--- src/hdl/lav_delay.sv ---
module lav_delay #(
  parameter int W = 8,
  parameter int D = 2
) (
  input  logic         clk,
  input  logic         en,
  input  logic [W-1:0] d,
  output logic [W-1:0] q
);

  logic [W-1:0] line [D];

  always_ff @(posedge clk) begin
    if (en) begin
      line[0] <= d;
      for (int i = 1; i < D; i++) begin
        line[i] <= line[i-1];
      end
    end
  end

  assign q = line[D-1];

endmodule

--- config.mk ---
export PLATFORM = sky130hd
export DESIGN_NAME = lav_delay
export DESIGN_NICKNAME = d
export VERILOG_FILES = /design/src/hdl/lav_delay.sv
export SDC_FILE = /design/constraint.sdc
export NUM_CORES = 1
export LEC_CHECK = 0
export ABC_AREA = 1
export BUFFER_PORTS_ARGS = -buffer_cell sky130_fd_sc_hd__buf_4
export CORE_UTILIZATION = 40
export CTS_CLUSTER_DIAMETER = 40
export CTS_CLUSTER_SIZE = 24
export DETAILED_ROUTE_END_ITERATION = 6
export GPL_ROUTABILITY_DRIVEN = 0
export MAX_ROUTING_LAYER = met4
export PLACE_DENSITY = 0.76
export SLEW_MARGIN = 25
export SYNTH_ARGS = -nofsm -noshare
export SYNTH_HDL_FRONTEND = slang
export SYNTH_SLANG_ARGS = --single-unit
--- constraint.sdc ---
create_clock -name clk -period 0.8 [get_ports clk]
set_clock_uncertainty 0.1 [all_clocks]
set_input_delay 0.16 -clock clk [delete_from_list [all_inputs] [get_ports clk]]
set_output_delay 0.16 -clock clk [all_outputs]
set_load 0.01 [all_outputs]
== After elaboration in Yosys (flattened, before gate mapping) ==
Memory sizes are Yosys's and may differ from the RTL's.
Index checks and enable logic that the tools add are counted.

* RAM bits: 16
* Output and inout port bits: 8
* Logic and storage cells: 3
* Memories kept: 1
* Register bits after elaboration: 0

{| class="wikitable"
|+ Memories
! memory !! words !! bits a word !! rd ports !! clocked after Yosys merged registers in !! wr ports !! line !! text
|-
| line || 2 || 8 || 2 || 0 || 2 || 11 || <nowiki>logic [W-1:0] line [D];</nowiki>
|}

* Multiplexer cells: 2

{| class="wikitable"
|+ Operators with widths
! cell !! number
|-
| two-way mux 1 bit || 2
|}

== Depth between registers and ports, before layout ==
Gate-level depths: netlist of the first run.

* Depth in word-level cells: 2
* Gate-level depth with buffers: 1
* Gate-level depth less buffers: 0

== Worst setup path before layout of the first run ==
OpenSTA, ideal clock, no wires.

* Kind: register to output
* From: memory line[1][0] (netlist: line[0][8])
* To: output q[0]
* Required time: 0.540 ns
* Arrival time: 0.476 ns
* Path slack: 0.064 ns
* Stages on the path, launching flop included: 2
* Path through: edfxtp_1 > buf_4

{| class="wikitable"
|+ RTL lines
! what !! line !! text
|-
| start: declaration || 11 ||
|-
| end: declaration || 8 || <nowiki>output logic [W-1:0] q</nowiki>
|}

==> metrics.md, run 1 <==
| Metric | Value |
|---|---|
| Period utilisation layout | `132%` |
| HP Start | `d[4]` |
| Peak Freq | `between 900 and 1000 MHz` |
| Hold path depth | `1` |
| R2r worst-path depth | `0` |
| Worst-Margin Slew | `between 0.15 and 0.2 ns` |
| Root Buffer | `clkbuf_4` |
| Iter 0 DRT Violations | `1` |
| Crit path max fanout | `1` |
| Maximum VDD drop | `around 0.96 mV` |
| Max stage delay cell, worst path | `edfxtp_1` |
| Synth Area in Adders | `0%` |
| Asr flop ratio synth | `0%` |
| Setup TNS | `-1.94 ns` |
| RR Endpoint | `line[0][9]` |
| Core ar. | `approximately 1200 µm²` |
| Post-synthesis compound-gate area fraction | `0%` |
| IO Pins | `18` |
| Hold crit path type | `input pin to flip-flop` |
| Worst endpoint data arrival time | `~0.80 ns` |
| Layout Nets | `48` |
| Area of the multi-input gates | `0 µm²` |
| Via count | `roughly 210` |
| Die area | `between 1500 and 2000 µm²` |
| Crit-path cells | `buf_6` |
| Final core occ | `~57%` |
| Reg2reg start | `line[0][1]` |
| CP Launch Type | `flip-flop` |
| Placed Area | `626 µm²` |
| Die W | `between 30 and 40 µm` |
| Final Power | `roughly 1.5 mW` |
| Share of power burned in registers | `67.4%` |
| Sw Share | `17.5%` |
| Worst reg2reg setup slack | `about 0.07 ns` |
| Distinct cells, synth | `2` |
| Mapped Nets | `34` |
| Worst-Skew Late Latency | `around 0.27 ns` |
| WP buf/inv | `1` |
| Synth Register Bits | `16` |
| Switching power | `between 0.2 and 0.3 mW` |
| WL final | `481 µm` |
| Largest cells by area after synthesis | `edfxtp_1 89%, buf_4 11%` |
| Comb power frac | `approximately 7.4%` |
| Mapped Cells | `24` |
| Most frequent cell after synthesis | `edfxtp_1` |
| Synth top area share | `88.9%` |
| Hold Vio Cnt, Final | `8` |
| Post-CTS setup buffer count | `0` |
| CP Data Required Time | `0.54 ns` |
| Mean Syn Cell Area | `between 20 and 25 µm²` |
| Synth cell count leaders | `16 x edfxtp_1, 8 x buf_4` |
| Number of setup violations in the final report | `8` |
| Layout cells sized above 1 | `55.6%` |
| P_leak | `0.261 nW` |
| Slew HR | `between 80% and 90%` |
| Unrepaired setup endpoints after global routing | `true` |
| Max reg flops | `16` |
| Largest net degree at the start of global routing | `17` |
| CTS tree | `done` |
| Predominant post-synthesis flop cell | `edfxtp_1` |
| Clock tree buffer depth | `2` |
| CTS clk-pin slew, worst paths | `around 0.080 ns` |
| Synthesis Warnings | `0` |
| Max stage delay on crit path | `roughly 0.40 ns` |
| Drt via density | `between 4 and 5` |
| Power density of the placed cells | `2230 nW/µm²` |
| Hold slack | `-0.0360 ns` |
| Pint | `approximately 1.2 mW` |
| Max capacitance violation total | `0` |
| DRC | `0` |
| DR pass1 iterations | `2` |
| Initial core utilization | `45.6%` |
| Post-synthesis simple-gate area fraction | `0%` |
| GRT Total Usage | `around 7.4%` |
| Clk pwr share | `25.2%` |
| Clock net sink count | `16` |
| Crit. End Element | `output pin` |
| Number of global-route vias before repair | `between 150 and 200` |
| Hold EP | `line[0][4]` |
| Multi-input gate count | `0` |
| Synth area leader | `edfxtp_1` |
| Slack of the critical path | `-0.259 ns` |
| Layout area overhead | `24.8%` |
| Final Max Tran Viols | `0` |
| H-tree levels | `1` |
| Status | `finished, violations left` |
| Post-Synth XOR/XNOR Area | `0%` |
| Minimum clock period | `approximately 1.1 ns` |
| Most flops, register | `line` |
| Sequential area share after synthesis | `88.9%` |
| Multiplexer area fraction after synthesis | `0%` |
| Antenna cell count | `0` |
| Routed Antenna Nets | `0` |
| # rows | `12` |
| Regs by FF count | `line (16)` |
| Post-Syn Area | `541 µm²` |
| Initial antenna violation count | `0` |
| First-pass GRT wire length | `between 600 and 700 µm` |
| Largest family of logic cells by synthesized area | `buffers and inverters` |
| Post-route design area | `between 600 and 700 µm²` |
| Avg WL per Cell | `around 9.6 µm` |
| IO buf count | `17` |
| Kind of critical path | `flip-flop to output pin` |
| Failing checks | `negative hold slack, negative setup slack` |
| CP delay by family, top | `flip-flops` |
| EDFF count, synth | `16` |
| Total gr overflow | `0` |
| Number of CTS-inserted buffers | `3` |
| Die span in y | `just under 40 µm` |
[metrics by stage]
stage	std cells	setup WS (ns)
2_1_floorplan	24	0.0644
3_3_place_gp	47	0.0349
3_5_place_dp	47	0.0162
4_1_cts	50	-0.280
5_1_grt	50	-0.288
6_report	50	-0.259
[worst max path at each step]
stage | startpoint | end | slack, ns | cells past startpoint
3_5_place_dp | en | line[0][13] | 0.02 | 1
2_1_floorplan | line[0][8] | q[0] | 0.06 | 1
6_report | line[0][9] | q[1] | -0.26 | 1
3_3_place_gp | en | line[0][14] | 0.03 | 1
5_1_grt | line[0][9] | q[1] | -0.29 | 1
4_1_cts | line[0][9] | q[1] | -0.28 | 1
[layout make-up]
| class | instances | area (µm²) |
|---|---|---|
| tap | 14 | 17.5 |
| sequential | 16 | 480 |
| clock buffer | 3 | 22.5 |
| timing repair buffer | 17 | 154 |
| fill | 90 | 512 |
[cells by family after synthesis]
kind of cell	count (synthesis)
flops	16
buf+inv	8
[cells in the final DEF (no fill, tap or decap)]
cell type   n
edfxtp_1   16
buf_6       7
clkbuf_4    3
buf_4      10
[power by group through the flow]
stage / registers [mW] / logic [mW] / clock network, mW
after floorplan: 1.02 / 0.0508 / 0
after global placement: 1.02 / 0.0971 / 0
after detailed placement: 1.03 / 0.0989 / 0
after CTS: 1.01 / 0.101 / 0.393
after global routing: 1.02 / 0.120 / 0.421
final: 1.01 / 0.111 / 0.379
[layer usage]
metal,GRT usage [%],vias up,share of wire [%],wire length [µm]
met2,11.7,18,47,224
li1,-,106,-,-
met3,1.73,0,12,59
met4,7.76,0,0,0
met5,-,-,0,0
met1,7.06,87,41,197
[timing repair]
action / in CTS / in global routing
pin swaps: 0 / 0
endpoints found under the setup margin: 8 / 8
resized for setup: 1 / 6
hold endpoints to repair: 8 / 8
(Power assumes the default switching activity.)
==> inputs of run 2 (changes only) <==
ABC_AREA = 0   (was 1)
clock period = 1.15 ns   (was 0.8 ns; I/O delays follow)
==> run 2 against run 1 <==
  * The flow now finishes without violations
  * Critical path depth did not move
  * Via count up 1.9%
  * Wire length rose by 2.1%
  * Critical endpoint unchanged
  * Combinational power shrank 36%
  * First-iteration DRC count is the same
  * Power fell by 31%
  * Largest cell class unchanged
  * Clock power decreased by 31%
  * Worst hold slack improved by 0.070 ns
  * Register-to-register slack better by 0.35 ns
==> metrics.md, run 2 (synthesized netlist as in run 1, its figures left out) <==
| Metric | Value |
|---|---|
| Die area | `1500 µm² (unchanged)` |
| CP delay by family, top | `flip-flops` |
| Hold crit path type | `input pin to flip-flop` |
| Iter 0 DRT Violations | `1 (unchanged)` |
| Max capacitance violation total | `0 (unchanged)` |
| Die span in y | `38.8 µm (unchanged)` |
| Unrepaired setup endpoints after global routing | `true` |
| H-tree levels | `1 (unchanged)` |
| Area of the multi-input gates | `0 µm² (unchanged)` |
| Share of power burned in registers | `67.8% (+0.4 points)` |
| WL final | `491 µm (+2.1%)` |
| Minimum clock period | `between 1 and 1.5 ns` |
| Worst endpoint data arrival time | `0.80 ns (about the same)` |
| Regs by FF count | `line (16)` |
| WP buf/inv | `1 (unchanged)` |
| Clock net sink count | `16 (unchanged)` |
| GRT Total Usage | `7.40% (unchanged)` |
| # rows | `12 (unchanged)` |
| Core ar. | `1190 µm² (unchanged)` |
| Worst-Margin Slew | `0.190 ns (unchanged)` |
| Crit. End Element | `output pin` |
| Clk pwr share | `25.4% (+0.2 points)` |
| Avg WL per Cell | `9.82 µm (+2.1%)` |
| Period utilisation layout | `approximately 98%` |
| Commonest non-fill, non-tap cell in the layout | `edfxtp_1` |
| Final non-filler cell total | `50 (unchanged)` |
| P_leak | `0.255 nW (-2.4%)` |
| Die W | `38.8 µm (unchanged)` |
| CTS clk-pin slew, worst paths | `0.08 ns (about the same)` |
| Peak Freq | `approximately 900 MHz` |
| Final Power | `1.04 mW (-31%)` |
| Drt via density | `4.30 (+1.9%)` |
| Total gr overflow | `0 (unchanged)` |
| IO Pins | `18 (unchanged)` |
| Max stage delay on crit path | `0.40 ns (about the same)` |
| DR pass1 iterations | `2 (unchanged)` |
| Layout Nets | `48 (unchanged)` |
| Layout cells sized above 1 | `55.6% (unchanged)` |
| Max reg flops | `16 (unchanged)` |
| Final Max Tran Viols | `0 (unchanged)` |
| CP Data Required Time | `0.82 ns (+0.28 ns)` |
| Power density of the placed cells | `1580 nW/µm² (-29%)` |
| Crit-path cells | `buf_6` |
| Number of setup violations in the final report | `0 (-8)` |
| CTS Hold Bufs | `0` |
| Kind of critical path | `flip-flop to output pin` |
| Multi-input gate count | `0 (unchanged)` |
| Max stage delay cell, worst path | `edfxtp_1` |
| Largest net degree at the start of global routing | `17 (unchanged)` |
| Number of CTS-inserted buffers | `3 (unchanged)` |
| DRC | `0 (unchanged)` |
| Post-CTS setup buffer count | `0 (unchanged)` |
| First-pass GRT wire length | `655 µm (unchanged)` |
| CTS tree | `done` |
| Via count | `215 (+1.9%)` |
| Antenna cell count | `0 (unchanged)` |
| Routed Antenna Nets | `0 (unchanged)` |
| Root Buffer | `clkbuf_4` |
| Worst-Skew Late Latency | `0.27 ns (about the same)` |
| Sw Share | `17.5% (-0.019 points)` |
| Fillcell total | `89 (-1.1%)` |
| Pint | `0.855 mW (-31%)` |
| Status | `completed` |
| Initial antenna violation count | `0 (unchanged)` |
| Crit path max fanout | `1 (unchanged)` |
| Switching power | `0.181 mW (-31%)` |
| Setup TNS | `0 ns (+1.94 ns)` |
| Slew HR | `87.3% (unchanged)` |
| Maximum VDD drop | `0.668 mV (-31%)` |
| CP Launch Type | `flip-flop` |
| Hold Vio Cnt, Final | `0 (-8)` |
| Most flops, register | `line` |
| Number of global-route vias before repair | `176 (unchanged)` |
| Most frequent cells in the layout | `16 x edfxtp_1, 15 x buf_4, 3 x clkbuf_4` |
| Comb power frac | `6.8% (-0.6 points)` |
| Post-cts gate resize count | `0 (-1)` |
| Clock tree buffer depth | `2 (unchanged)` |
| IO buf count | `17 (unchanged)` |
| Layout area overhead | `21.3%` |
| Initial core utilization | `45.6% (unchanged)` |
| Placed cells | `47 (unchanged)` |
[run 2: cell counts in the layout (fill, tap and decap cells not counted)]
No cell type changed its count.
[run 2: power groups by stage]
stage          logic (mW)  registers (mW)  clock network [mW]
2_1_floorplan      0.0353           0.711                   0
3_3_place_gp       0.0675           0.711                   0
3_5_place_dp       0.0688           0.715                   0
4_1_cts            0.0688           0.702               0.273
5_1_grt            0.0766           0.705               0.293
6_report           0.0705           0.702               0.263
[run 2: routing by layer]
metal	vias up	track usage (%)	wire [µm]
met5	-	-	0
met4	0	7.76	0
met3	0	1.73	60
met2	18	11.7	228
met1	91	7.06	203
li1	106	-	-
[run 2: area by class of cell]
type | instances | area (µm²) | share of cell area (%)
clock buffer | 3 | 22.5 | 3.44
sequential | 16 | 480 | 73.3
tap | 14 | 17.5 | 2.67
timing repair buffer | 17 | 135 | 20.6
[run 2: path summary, 6_finish.rpt]
kind                       to  slack [ns]  startpoint  cells after the start
hold reg to reg   line[0][13]        0.32  line[0][5]                      0
setup / recovery         q[1]        0.02  line[0][9]                      1
setup reg to reg   line[0][9]        0.42  line[0][1]                      0
hold / removal     line[0][4]        0.03        d[4]                      1
[run 2: through the flow]
stage	utilization, %	instance area (µm²)	setup slack [ns]	hold WS [ns]
2_1_floorplan	-	541	0.344	0.229
3_3_place_gp	52.7	626	0.315	0.304
3_5_place_dp	52.7	626	0.296	0.307
4_1_cts	54.6	648	-0.000273	0.0242
5_1_grt	55.3	656	-0.00781	0.0173
6_report	55.3	656	0.0215	0.0340
==> inputs of run 3 (changes only) <==
==> constraint.sdc (replaced) <==
create_clock -name clk -period 1.15 [get_ports clk]
set_clock_uncertainty 0.1 [all_clocks]
set_input_delay 0.1725 -clock clk [delete_from_list [all_inputs] [get_ports clk]]
set_output_delay 0.1725 -clock clk [all_outputs]
set_load 0.01 [all_outputs]
==> run 3 against run 2 <==
  * Via count rose by 17%
  * Core utilization rose by 6.1 points
  * Clock-buffer cell count did not move
  * Setup slack improved by 0.052 ns
  * Critical path depth did not move
  * Global-route usage rose by 3.8 points
==> metrics.md, run 3 (synthesized netlist as in run 1, its figures left out) <==
| Metric | Value |
|---|---|
| GRT Total Usage | `11.2% (+3.8 points)` |
| Worst endpoint data arrival time | `0.80 ns (about the same)` |
| Placed cells | `47 (unchanged)` |
| CP Launch Type | `flip-flop` |
| Hold slack | `0.156 ns (+0.122 ns)` |
| Worst-Skew Late Latency | `0.27 ns (about the same)` |
| Final core occ | `61.4% (+6.1 points)` |
| Post-route design area | `728 µm² (+11%)` |
| CTS clk-pin slew, worst paths | `0.08 ns (about the same)` |
| Number of CTS-inserted buffers | `3 (unchanged)` |
| Post-CTS setup buffer count | `0 (unchanged)` |
| CP Data Required Time | `0.88 ns (+0.06 ns)` |
| H-tree levels | `1 (unchanged)` |
| CP delay by family, top | `flip-flops` |
| Maximum VDD drop | `0.829 mV (+24%)` |
| Clock tree buffer depth | `2 (unchanged)` |
| Largest net degree at the start of global routing | `17 (unchanged)` |
| Slew HR | `87.6% (+0.25 points)` |
| Met2 Use GR | `20.0% (+8.3 points)` |
| Die span in y | `38.8 µm (unchanged)` |
| Regs by FF count | `line (16)` |
| Gr busiest metal | `met2` |
| Number of global-route vias before repair | `234 (+33%)` |
| Most frequent cells in the layout | `17 x buf_4, 16 x edfxtp_1, 8 x dlygate4sd3_1` |
| # rows | `12 (unchanged)` |
| DR pass1 iterations | `4 (+2)` |
| Unrepaired setup endpoints after global routing | `false` |
| WL final | `646 µm (+32%)` |
| Max stage delay cell, worst path | `edfxtp_1` |
| Power density of the placed cells | `1450 nW/µm² (-8.0%)` |
| Kind of critical path | `flip-flop to output pin` |
| Avg WL per Cell | `11.1 µm (+13%)` |
| Layout Nets | `56 (+17%)` |
| Iter 0 DRT Violations | `6 (+5)` |
| Peak Freq | `929 MHz (+4.9%)` |
| Via count | `252 (+17%)` |
| Max capacitance violation total | `0 (unchanged)` |
| Layout cells sized above 1 | `45.5% (-10 points)` |
| Final Max Tran Viols | `0 (unchanged)` |
| Clock net sink count | `16 (unchanged)` |
| Die area | `1500 µm² (unchanged)` |
| Hold Vio Cnt, Final | `0 (unchanged)` |
| CTS tree | `done` |
| Hold crit path type | `input pin to flip-flop` |
| GR Util met1 | `8.63% (+1.6 points)` |
| Crit-path cells | `buf_4` |
| Antenna cell count | `0 (unchanged)` |
| Multi-input gate count | `0 (unchanged)` |
| IO buf count | `17 (unchanged)` |
| Max stage delay on crit path | `0.38 ns (-0.02 ns)` |
| Area of the multi-input gates | `0 µm² (unchanged)` |
| Crit path max fanout | `1 (unchanged)` |
| Root Buffer | `clkbuf_4` |
| Minimum clock period | `1.08 ns (-0.0523 ns)` |
| Initial core utilization | `45.6% (unchanged)` |
| Period utilisation layout | `93.6% (-4.5 points)` |
| Routed Antenna Nets | `0 (unchanged)` |
| Layout area overhead | `34.7%` |
| Commonest non-fill, non-tap cell in the layout | `buf_4` |
| Drt via density | `4.34 (+1.0%)` |
| Final Power | `1.06 mW (+2.2%)` |
| Placed Area | `626 µm² (unchanged)` |
| Final non-filler cell total | `58 (+16%)` |
| Setup TNS | `0 ns (unchanged)` |
| Worst-Margin Slew | `0.186 ns (-0.00382 ns)` |
| P_leak | `0.285 nW (+12%)` |
| Core ar. | `1190 µm² (unchanged)` |
| First-pass GRT wire length | `924 µm (+41%)` |
| Max reg flops | `16 (unchanged)` |
| WP buf/inv | `1 (unchanged)` |
| Status | `completed` |
| DRC | `0 (unchanged)` |
| Met3 Track Usage GR | `5.20% (+3.5 points)` |
| Number of setup violations in the final report | `0 (unchanged)` |
| Total gr overflow | `0 (unchanged)` |
| IO Pins | `18 (unchanged)` |
| Crit. End Element | `output pin` |
| Dpl ws | `0.354 ns (+0.0575 ns)` |
| Most flops, register | `line` |
| Die W | `38.8 µm (unchanged)` |
| Slack of the critical path | `0.0738 ns (+0.0523 ns)` |
| Initial antenna violation count | `0 (unchanged)` |
run 3: changes by cell type in the layout (fill, tap and decap cells not counted):
cell | previous run | this run
buf_4 | 15 | 17
buf_6 | 2 | 0
dlygate4sd3_1 | 0 | 8
run 3: area by class of cell:
cell class            count  area [µm²]
tap                      14        17.5
fill                     73         458
sequential               16         480
clock buffer              3        22.5
timing repair buffer     25         208
run 3: repair_timing:
action                    CTS  global route
hold endpoints to repair    8             0
hold buffers                8             0
gates resized for setup     0             0
run 3: power breakdown:
part / switching [mW] / internal [mW]
combinational: 0.0329 / 0.0581
sequential: 0.0108 / 0.691
clock: 0.145 / 0.121
total: 0.189 / 0.870
run 3: path summary, 6_finish.rpt:
check / cells after the start / slack, ns / startpoint / to
worst max-delay path: 1 / 0.07 / line[0][9] / q[1]
worst min-delay path: 1 / 0.16 / en / line[0][0]
worst min register to register: 0 / 0.33 / line[0][3] / line[0][11]
worst max register to register: 0 / 0.42 / line[0][1] / line[0][9]
run 3: routing by layer:
layer | up-vias | share of wire (%)
li1 | 121 | -
met1 | 106 | 35
met2 | 23 | 51
met3 | 2 | 12
met4 | 0 | 2.3
met5 | - | 0
